**src/design/pwle_pkg.sv**
```systemverilog
// ----------------------------------------------------------------------------
// pwle_pkg
// shared types and constants of the piecewise linear envelope generator
// ----------------------------------------------------------------------------
`default_nettype none

package pwle_pkg;

  localparam int unsigned VAL_W   = 16;
  localparam int unsigned TIME_W  = 31;
  // quotient bits of the interpolation divide: |b-a|*(off+1)/w <= |b-a| < 2^17
  localparam int unsigned QUO_W   = 17;

  localparam logic signed [VAL_W-1:0] VAL_MAX = 16'sd32767;
  localparam logic signed [VAL_W-1:0] VAL_MIN = -16'sd32767;

  // command codes on the input
  localparam logic [1:0] CMD_SMOOTH = 2'd0;
  localparam logic [1:0] CMD_ROUGH  = 2'd1;
  localparam logic [1:0] CMD_QUERY  = 2'd2;

  // status codes on the result
  localparam logic [1:0] ST_OK      = 2'd0;
  localparam logic [1:0] ST_FULL    = 2'd1;
  localparam logic [1:0] ST_BAD_W   = 2'd2;

  typedef enum logic [1:0] {
    OP_SMOOTH,
    OP_ROUGH,
    OP_QUERY,
    OP_NOP
  } op_t;

  // classified request handed from front to back
  typedef struct packed {
    op_t                      op;
    logic [TIME_W-1:0]        width;
    logic signed [VAL_W-1:0]  sv;
    logic signed [VAL_W-1:0]  ev;
    logic [TIME_W-1:0]        qtime;
  } req_t;

  // one stored segment
  typedef struct packed {
    logic [TIME_W-1:0]        width;
    logic                     rough;
    logic signed [VAL_W-1:0]  sv;
    logic signed [VAL_W-1:0]  ev;
  } seg_t;

  // front/back queue handshake
  typedef struct packed {
    logic valid;
    req_t req;
  } head_t;

endpackage

`default_nettype wire

```
**src/design/pwle_front.sv**
```systemverilog
// ----------------------------------------------------------------------------
// pwle_front
// accepts requests, classifies them and holds them in a two-entry queue
// ----------------------------------------------------------------------------
`default_nettype none

module pwle_front (
  input  wire                  clk,
  input  wire                  rst_n,
  input  wire                  start,
  output logic                 busy,
  input  wire  [1:0]           in_cmd,
  input  wire  [30:0]          in_seg_width,
  input  wire  signed [15:0]   in_start_value,
  input  wire  signed [15:0]   in_end_value,
  input  wire  [30:0]          in_query_time,
  output pwle_pkg::head_t      head,
  input  wire                  pop
);

  pwle_pkg::req_t q_r [2];
  logic           wr_ptr_r;
  logic           rd_ptr_r;
  logic [1:0]     cnt_r;
  logic           push;
  pwle_pkg::req_t req;

  // -32768 folds onto -32767
  function automatic logic signed [15:0] fold(input logic signed [15:0] v);
    return (v < pwle_pkg::VAL_MIN) ? pwle_pkg::VAL_MIN : v;
  endfunction

  always_comb begin
    req.width = in_seg_width;
    req.sv    = 16'sd0;
    req.ev    = fold(in_end_value);
    req.qtime = in_query_time;
    unique case (in_cmd)
      pwle_pkg::CMD_SMOOTH: req.op = pwle_pkg::OP_SMOOTH;
      pwle_pkg::CMD_ROUGH: begin
        req.op = pwle_pkg::OP_ROUGH;
        req.sv = fold(in_start_value);
      end
      pwle_pkg::CMD_QUERY:  req.op = pwle_pkg::OP_QUERY;
      default:              req.op = pwle_pkg::OP_NOP;
    endcase
  end

  assign busy       = (cnt_r == 2'd2);
  assign push       = start && !busy;
  assign head.valid = (cnt_r != 2'd0);
  assign head.req   = q_r[rd_ptr_r];

  always_ff @(posedge clk) begin
    if (!rst_n) begin
      wr_ptr_r <= 1'b0;
      rd_ptr_r <= 1'b0;
      cnt_r    <= 2'd0;
    end else begin
      if (push) begin
        q_r[wr_ptr_r] <= req;
        wr_ptr_r      <= !wr_ptr_r;
      end
      if (pop) begin
        rd_ptr_r <= !rd_ptr_r;
      end
      cnt_r <= cnt_r + {1'b0, push} - {1'b0, pop};
    end
  end

endmodule

`default_nettype wire

```
**config.mk**
```make
export PLATFORM = sky130hd
export DESIGN_NAME = pwle_front
export DESIGN_NICKNAME = d
export VERILOG_FILES = /design/src/design/pwle_pkg.sv /design/src/design/pwle_front.sv
export SDC_FILE = /design/constraint.sdc
export NUM_CORES = 1
export LEC_CHECK = 0
export BUFFER_PORTS_ARGS = -buffer_cell sky130_fd_sc_hd__buf_4
export CORE_ASPECT_RATIO = 1.75
export CORE_UTILIZATION = 57
export CTS_CLUSTER_SIZE = 8
export DETAILED_ROUTE_END_ITERATION = 10
export GPL_TIMING_DRIVEN = 0
export PLACE_DENSITY = 0.88
export SETUP_SLACK_MARGIN = 0.2
export SYNTH_ARGS = -nofsm -noshare
export SYNTH_HDL_FRONTEND = slang
export SYNTH_SLANG_ARGS = --single-unit
```
**constraint.sdc**
```tcl
create_clock -name clk -period 13.3 [get_ports clk]
set_input_delay 1.33 -clock clk [delete_from_list [all_inputs] [get_ports clk]]
set_output_delay 1.33 -clock clk [all_outputs]
set_load 0.005 [all_outputs]
```
==> results of run 1 <==
[area by class of cell]
| cell class | instances | area share, % |
|---|---|---|
| inverter | 7 | 0.2601 |
| buffer | 15 | 1.461 |
| sequential | 197 | 58.06 |
| clock buffer | 20 | 4.323 |
| multi-input combinational | 160 | 16.53 |
| timing repair buffer | 203 | 16.13 |
| tap | 171 | 2.118 |
| clock inverter | 12 | 1.115 |
[critical path: cells and delay by family (launching register included)]
family,cells,cell delay (ns)
DFF,1,0.32
muxes,1,0.40
buffers and inverters,3,0.55
[flip-flops by register name, summed over array words and instances, names as in the netlist, named ones only]
name	flops
cnt_r	2
q_r	192
rd_ptr_r	1
wr_ptr_r	1
[Yosys cell counts (3+ instances only)]
master	number	area, um2
mux2_4	40	600.6
buf_2	6	30.03
buf_12	4	80.08
dfxtp_1	5	100.1
mux2_2	56	630.6
nor2_1	9	33.78
nor4_1	6	37.54
ha_1	4	50.05
and2_2	5	37.54
clkbuf_1	3	11.26
edfxtp_1	192	5766
nor2b_1	14	87.58
inv_1	7	26.28
and2_1	10	62.56
[metrics by stage]
stage          setup WS (ns)  utilization [%]  hold slack [ns]
2_1_floorplan          7.328                -           0.4799
3_3_place_gp           5.362            71.80           0.4952
3_5_place_dp           10.05            73.06           0.5285
4_1_cts                10.25            77.26           0.5458
5_1_grt                10.21            77.26           0.5901
6_report               10.29            77.26           0.5400
[final timing paths]
| path | to | slack (ns) | depth (start not counted) |
|---|---|---|---|
| max | head[6] | 10.29 | 4 |
| min | rd_ptr_r | 0.54 | 2 |
| max reg2reg | q_r[1][30] | 11.18 | 5 |
| min reg2reg | rd_ptr_r | 0.54 | 2 |
[cell families (layout without fill, tap and decap cells)]
logic type	Yosys count	in the layout	share of synthesized area [%]
flops	197	197	76.23
mux	96	96	16.00
simple gates	53	53	4.098
buf+inv	22	257	2.260
fa+ha+maj	4	4	0.6504
compound gates	4	4	0.4227
xor+xnor	3	3	0.3415
[power by group]
part           switching, mW  internal, mW  total, mW
Combinational          0.101         0.134      0.235
Clock                  0.228         0.247      0.475
Sequential            0.0127         0.736      0.748
[layer usage]
metal | part of all wire [%] | vias up | GRT usage, %
met5 | 0 | - | 0
met4 | 4.3 | 0 | 12.26
met3 | 4.2 | 43 | 4.776
met2 | 57 | 165 | 43.59
met1 | 34 | 2041 | 23.12
li1 | - | 1908 | -
==> run metrics, run 1 <==
multi-input logic area 1670 um2; worst skew pair latency 0.42 ns; synth unique cells 27; syn_nets 483; CP Launch Type flop; Post CTS Setup Buffer Count 0; clock-pin slew on the worst setup and hold paths 0.07 ns; Site Rows 55; maximum vdd ir drop 0.00009725 V; starting DRC count in detailed routing 161; Clock Skew 0.01048 ns; Synth Flop Type edfxtp_1; maxcap violations 0; CP required 11.97 ns; ordered cell list for the critical path buf_6 > buf_2 > mux2_2 > buf_4; Vias 4157; largest net degree at the start of global routing 36; Final GP Congestion 0.7349; Cell Count Post-Placement 753; commonest non-fill, non-tap cell in the layout buf_4; Ports 198; clock root cell clkbuf_16; vias in the first global route 4621; Non-Filler Instances 785; Post-synth EDFFs 192; Seq/Total Area, Yosys 76.23%; post-CTS sizing 0; Buffers on Ports 197; crit path max fanout 10; f_max 331.7 MHz; core area 13080 um2; fin nets 705; hold wc startpoint rd_ptr_r; Initial Util 58.85%; Hold/Removal Path Class flop to flop; final hold vios 0; layout cells sized above 1 57.00%; Clock Path Buffers 2; Final min period 3.015 ns; Vias/cell 5.296; global-route wire length before repair 23.67 mm; Ys Warns 0; Fin Setup TNS 0 ns; Synth Instances 379; RSZ-0062 raised after global routing false; dpl hpwl 11.17 mm; fin area 10100 um2; Congestion Overflow GR 0; Power Density 144.4 nW/um2; mean routed wirelength per cell 19.68 um; Die Y 155.7 um; ys async rst share 0%; Antenna diodes 0; mean post-synth cell area 20.30 um2; mapped cell area 7695 um2; Pleak 3.900 nW; Total GRT Usage 22.90%; Worst-Margin Slew 0.6563 ns; DIE WIDTH 89.83 um; # setup viols final 0; Residual DRC 0; drt pass-1 iters 4; initial antenna violation count 0; Final period util 22.67%; die area 13990 um2; CTS tree done; hold_buf cts 0; CP max stage cell mux2_2; H-tree depth 4; Crit Path Class flop to primary output; Post-DRT Antenna Nets 0; Critical Path End Type primary output; Worst Path Arrival 1.68 ns; status complete, no violations; Filler Cell Count 716; CTS Sinks 197; Pwr Total 1.458 mW; CTS Buf Count 17; detailed-route wire length 15.45 mm; Crit path largest cell delay 0.40 ns; Slew Limit Fails 0; area delta synth->final 31.28%; Placement Cell Area 9553 um2; Reg area 5866 um2; most frequent cells in the layout buf_4 (197), edfxtp_1 (192), mux2_2 (56); worst r2r src cnt_r[0]; Seq cells post-synth 197; Worst slew margin 56.15%
No activity file was read; power rests on OpenSTA's default activity.
==> inputs of run 2 (changes only) <==
--- a/config.mk
+++ b/config.mk
@@ -7,11 +7,11 @@
 export LEC_CHECK = 0
 export BUFFER_PORTS_ARGS = -buffer_cell sky130_fd_sc_hd__buf_4
 export CORE_ASPECT_RATIO = 1.75
-export CORE_UTILIZATION = 57
+export CORE_UTILIZATION = 48
 export CTS_CLUSTER_SIZE = 8
 export DETAILED_ROUTE_END_ITERATION = 10
 export GPL_TIMING_DRIVEN = 0
-export PLACE_DENSITY = 0.88
+export PLACE_DENSITY = 0.79
 export SETUP_SLACK_MARGIN = 0.2
 export SYNTH_ARGS = -nofsm -noshare
 export SYNTH_HDL_FRONTEND = slang
==> constraint.sdc (replaced) <==
create_clock -name clk -period 2.46 [get_ports clk]
set_input_delay 0.246 -clock clk [delete_from_list [all_inputs] [get_ports clk]]
set_output_delay 0.246 -clock clk [all_outputs]
set_load 0.005 [all_outputs]
==> run metrics, run 2 (synthesized netlist as in run 1, its figures left out) <==
Clock Path Buffers 2; Total GRT Usage 18.96%; drt pass-1 iters 7; Clock Skew 0.01294 ns; hold wc startpoint in_query_time[3]; f_max 482.2 MHz; GR Util met1 19.03%; post-CTS sizing 0; Crit path largest cell delay 0.55 ns; most frequent cells in the layout buf_4 (197), edfxtp_1 (192), mux2_2 (56); Final period util 84.29%; Antenna diodes 0; global-route wire length before repair 23.23 mm; CTS tree done; layout cells sized above 1 53.72%; fin worst setup slack 0.3864 ns; CP Launch Type flop; detailed-route wire length 15.88 mm; clock-pin slew on the worst setup and hold paths 0.07 ns; fin nets 750; final core occ 68.62%; starting DRC count in detailed routing 178; clock root cell clkbuf_16; ordered cell list for the critical path nand2b_4 > nand3_4 > nor2_4 > buf_16 > buf_16 > buf_12; most used cell along the critical path buf_16; final hold vios 0; hold_buf cts 28; commonest non-fill, non-tap cell in the layout buf_4; Slew Limit Fails 0; met3 usage 4.366%; Vias 4267; RSZ-0062 raised after global routing false; worst skew pair latency 0.42 ns; Worst R2R Setup Slack 0.39 ns; Power Density 763.7 nW/um2; Reg area 5867 um2; maxcap violations 0; Worst slew margin 53.84%; Worst Path Arrival 2.19 ns; mean routed wirelength per cell 18.79 um; busiest grt layer met2; largest net degree at the start of global routing 27; Hold/Removal Path Class input pin to flop; Final GP Congestion 0.7522; reg2reg path depth 6; area delta synth->final 38.57%; crit path to q_r[1][8]; Filler Cell Count 1017; dpl hpwl 10.94 mm; H-tree depth 4; Die Y 169.5 um; Critical Path End Type flop; met2 Use GR 35.68%; Residual DRC 24; Congestion Overflow GR 0; Ports 198; Largest register FFs 192; failing checks DRC; Site Rows 60; vias in the first global route 4541; Vias/cell 5.050; worst r2r src cnt_r[0]; Worst-Margin Slew 0.6908 ns; register with the most flip-flops q_r; Crit Path Class flop to flop; core area 15540 um2; die area 16560 um2; status finished, violations left; CTS Buf Count 17; # setup viols final 0; Fin Setup TNS 0 ns; Buffers on Ports 197; reg2reg end q_r[1][8]; crit path max fanout 26; CP required 2.57 ns; Initial Util 49.52%; crit path from cnt_r[0]; CP max stage cell nor2_4; Post CTS Setup Buffer Count 0; DIE WIDTH 97.71 um; initial antenna violation count 0; pre-CTS WS 0.3417 ns; maximum vdd ir drop 0.0005443 V; multi-input logic area 1690 um2; Post-DRT Antenna Nets 0; Final min period 2.074 ns; Pleak 4.123 nW; CTS Sinks 197; Top Registers q_r x192, cnt_r x2
==> run 2: worst min path at each step <==
stage,to,slack [ns],cells after the start
floorplan,q_r[0][0],0.34,0
global placement,q_r[0][24],0.43,1
detailed placement,q_r[1][77],0.43,1
CTS,q_r[0][72],0.0003,1
global route,q_r[0][65],0.0003,1
finish,q_r[0][3],0.02,1
==> run 2: final cells by class <==
class,instances,area share (%)
Buffer,15,1.385
Clock buffer,20,4.095
Clock inverter,12,1.385
Inverter,7,0.2464
Multi-Input combinational cell,160,15.85
Sequential cell,197,55.02
Tap cell,186,2.183
Timing Repair Buffer,248,19.83
==> run 2: routing by layer <==
| metal | vias up | wire length, um | part of all wire, % |
|---|---|---|---|
| li1 | 1991 | - | - |
| met1 | 2107 | 5671 | 36 |
| met2 | 135 | 9039 | 57 |
| met3 | 34 | 626 | 3.9 |
| met4 | 0 | 544 | 3.4 |
| met5 | - | 0 | 0 |
==> run 2: metrics by stage <==
| step | hold slack [ns] | instance area (um2) | total power, mW | std cells |
|---|---|---|---|---|
| global placement | 0.4321 | 9443 | 5.312 | 762 |
| finish | 0.01653 | 10660 | 8.143 | 845 |
| CTS | 0.0003361 | 10510 | 8.192 | 830 |
| detailed placement | 0.4337 | 9648 | 5.433 | 770 |
| global route | 0.0003297 | 10660 | 8.421 | 845 |
| floorplan | 0.3449 | 7731 | 4.737 | 379 |
==> run 2: where the power goes <==
part           switching [mW]  total (mW)  internal (mW)
combinational           0.563        1.36          0.796
sequential             0.0720        4.05           3.98
clock                    1.21        2.73           1.53
total                    1.84        8.14           6.30
==> run 2: worst max-delay path: cells and delay by family, from the launching register on <==
family                 cells  cell delay [ns]
buffers and inverters      3             0.61
DFF                        1             0.34
and+or+nand+nor            3             0.79
==> inputs of run 3 (changes only) <==
--- a/config.mk
+++ b/config.mk
@@ -7,11 +7,11 @@
 export LEC_CHECK = 0
 export BUFFER_PORTS_ARGS = -buffer_cell sky130_fd_sc_hd__buf_4
 export CORE_ASPECT_RATIO = 1.75
-export CORE_UTILIZATION = 48
+export CORE_UTILIZATION = 53
 export CTS_CLUSTER_SIZE = 8
 export DETAILED_ROUTE_END_ITERATION = 10
 export GPL_TIMING_DRIVEN = 0
-export PLACE_DENSITY = 0.79
+export PLACE_DENSITY = 0.83
 export SETUP_SLACK_MARGIN = 0.2
 export SYNTH_ARGS = -nofsm -noshare
 export SYNTH_HDL_FRONTEND = slang
==> constraint.sdc (replaced) <==
create_clock -name clk -period 1.98 [get_ports clk]
set_input_delay 0.198 -clock clk [delete_from_list [all_inputs] [get_ports clk]]
set_output_delay 0.198 -clock clk [all_outputs]
set_load 0.005 [all_outputs]
==> run metrics, run 3 (synthesized netlist as in run 1, its figures left out) <==
top layer in use met4; maximum vdd ir drop 0.0008597 V; DR WL met3 603 um; drt pass-1 iters 4; fin worst setup slack 0.1573 ns; Total GRT Usage 22.53%; starting DRC count in detailed routing 194; crit path max fanout 7; Crit Path Class flop to primary output; Clock power frac 31.9%; RSZ-0062 raised after global routing true; met2 WL post-DR 9.853 mm; Worst Path Arrival 1.62 ns; Worst slew margin 64.66%; Residual DRC 0; final hold vios 0; Final min period 1.823 ns; largest net degree at the start of global routing 36; Vias 4453; vias in the first global route 4866; Final period util 92.05%; Hold/Removal Path Class input pin to flop; Worst-Margin Slew 0.5288 ns; pre-CTS WS -0.3171 ns; register with the most flip-flops q_r; Clock Skew 0.01188 ns; die area 15020 um2; global-route wire length before repair 24.96 mm; Slew Limit Fails 0; CTS Buf Count 17; # setup viols final 0; f_max 548.6 MHz; DIE WIDTH 93.09 um; worst skew pair latency 0.42 ns; commonest non-fill, non-tap cell in the layout edfxtp_1; clock-pin slew on the worst setup and hold paths 0.07 ns; fin nets 775; Top Registers q_r x192, cnt_r x2; core area 14050 um2; Vias/cell 5.166; detailed-route wire length 17.04 mm; CTS Sinks 197; reg2reg path depth 5; Ports 198; part of the power in registers 49.7%; dpl hpwl 10.76 mm; combinational power share 18.4%; Largest register FFs 192; status complete, no violations; Met1 Routed Length 6.021 mm; area delta synth->final 44.28%; most frequent cells in the layout edfxtp_1 (192), buf_4 (160), dlygate4sd3_1 (62); Critical Path End Type primary output; layout cells sized above 1 53.51%; CP Launch Type flop; clock root cell clkbuf_16; maxcap violations 0; Pleak 4.308 nW; mean routed wirelength per cell 19.77 um; P_sw 2.426 mW; Int Pwr 7.719 mW; initial antenna violation count 1; Die Y 161.4 um; Post-DRT Antenna Nets 0; CTS tree done; switching portion of total power 23.92%; final core occ 79.02%; H-tree depth 4; CP required 1.78 ns; Min-Delay Path Depth 2; Congestion Overflow GR 0; Clock Path Buffers 2; Filler Cell Count 714; Buffers on Ports 197; Final GP Congestion 0.7075; Power Density 913.8 nW/um2; Site Rows 57; Initial Util 54.77%
[run 3: cell types whose count changed in the layout (fill, tap and decap cells not counted), moves of 3 or more]
cell           previous run  this run
buf_6                     1        44
buf_4                   197       160
dlygate4sd3_1            43        62
buf_12                    6        11
buf_16                    6         1
buf_2                     6         1
clkbuf_1                  6         2
clkbuf_16                17        21
mux2_2                   56        52
mux2_4                   40        44
inv_6                     1         4
[run 3: metrics by stage]
stage               hold slack (ns)  cell area [um2]  instances  power (mW)  TNS [ns]
floorplan                    0.2969             7731        379       5.886    -79.87
global placement             0.3832             9432        753       6.589   -207.73
detailed placement           0.3860             9532        758       6.694    -14.18
CTS                         0.01698            10830        857       10.06         0
global route                0.01665            11100        862       10.51         0
finish                      0.03274            11100        862       10.15         0
[run 3: cell type report]
class	count	area, um2	area share (%)
Antenna cell	1	2.502	0.02254
Buffer	15	170.2	1.533
Clock buffer	17	425.4	3.832
Clock inverter	15	143.9	1.296
Inverter	7	26.28	0.2367
Multi-Input combinational cell	161	1717	15.46
Sequential cell	197	5868	52.86
Tap cell	177	221.5	1.995
Timing Repair Buffer	272	2527	22.77
[run 3: repair_timing]
action | in CTS | in global routing
endpoints found under the setup margin | 186 | 115
cloned | 2 | 4
hold endpoints to repair | 124 | 0
hold buffers | 62 | 0
resized for setup | 12 | 50
setup buffers | 3 | 0
pin swaps | 1 | 0
[run 3: worst paths after layout]
| check | endpoint | start | slack (ns) |
|---|---|---|---|
| setup / recovery | head[59] | flop | 0.16 |
| hold / removal | cnt_r[0] | rst_n | 0.03 |
| setup reg to reg | q_r[0][73] | cnt_r[0] | 0.38 |
| hold reg to reg | rd_ptr_r | rd_ptr_r | 0.53 |
[run 3: power by group through the flow]
stage	Clock, mW	Sequential, mW	Combinational, mW
floorplan	0	5.11	0.779
global placement	0	5.12	1.47
detailed placement	0	5.13	1.57
CTS	3.29	5.04	1.73
global route	3.46	5.07	1.98
finish	3.24	5.04	1.86
[run 3: worst max-delay path, stage by stage (launching register included)]
cell	delay, ns
dfxtp_2	0.33
buf_8	0.13
buf_12	0.16
clkbuf_16	0.16
mux2_4	0.31
buf_6	0.12
[run 3: per-layer routing]
metal | vias to the layer above | track usage [%]
met2 | 159 | 42.85
met3 | 36 | 4.331
met5 | - | 0
met4 | 0 | 9.441
li1 | 2046 | -
met1 | 2212 | 23.56
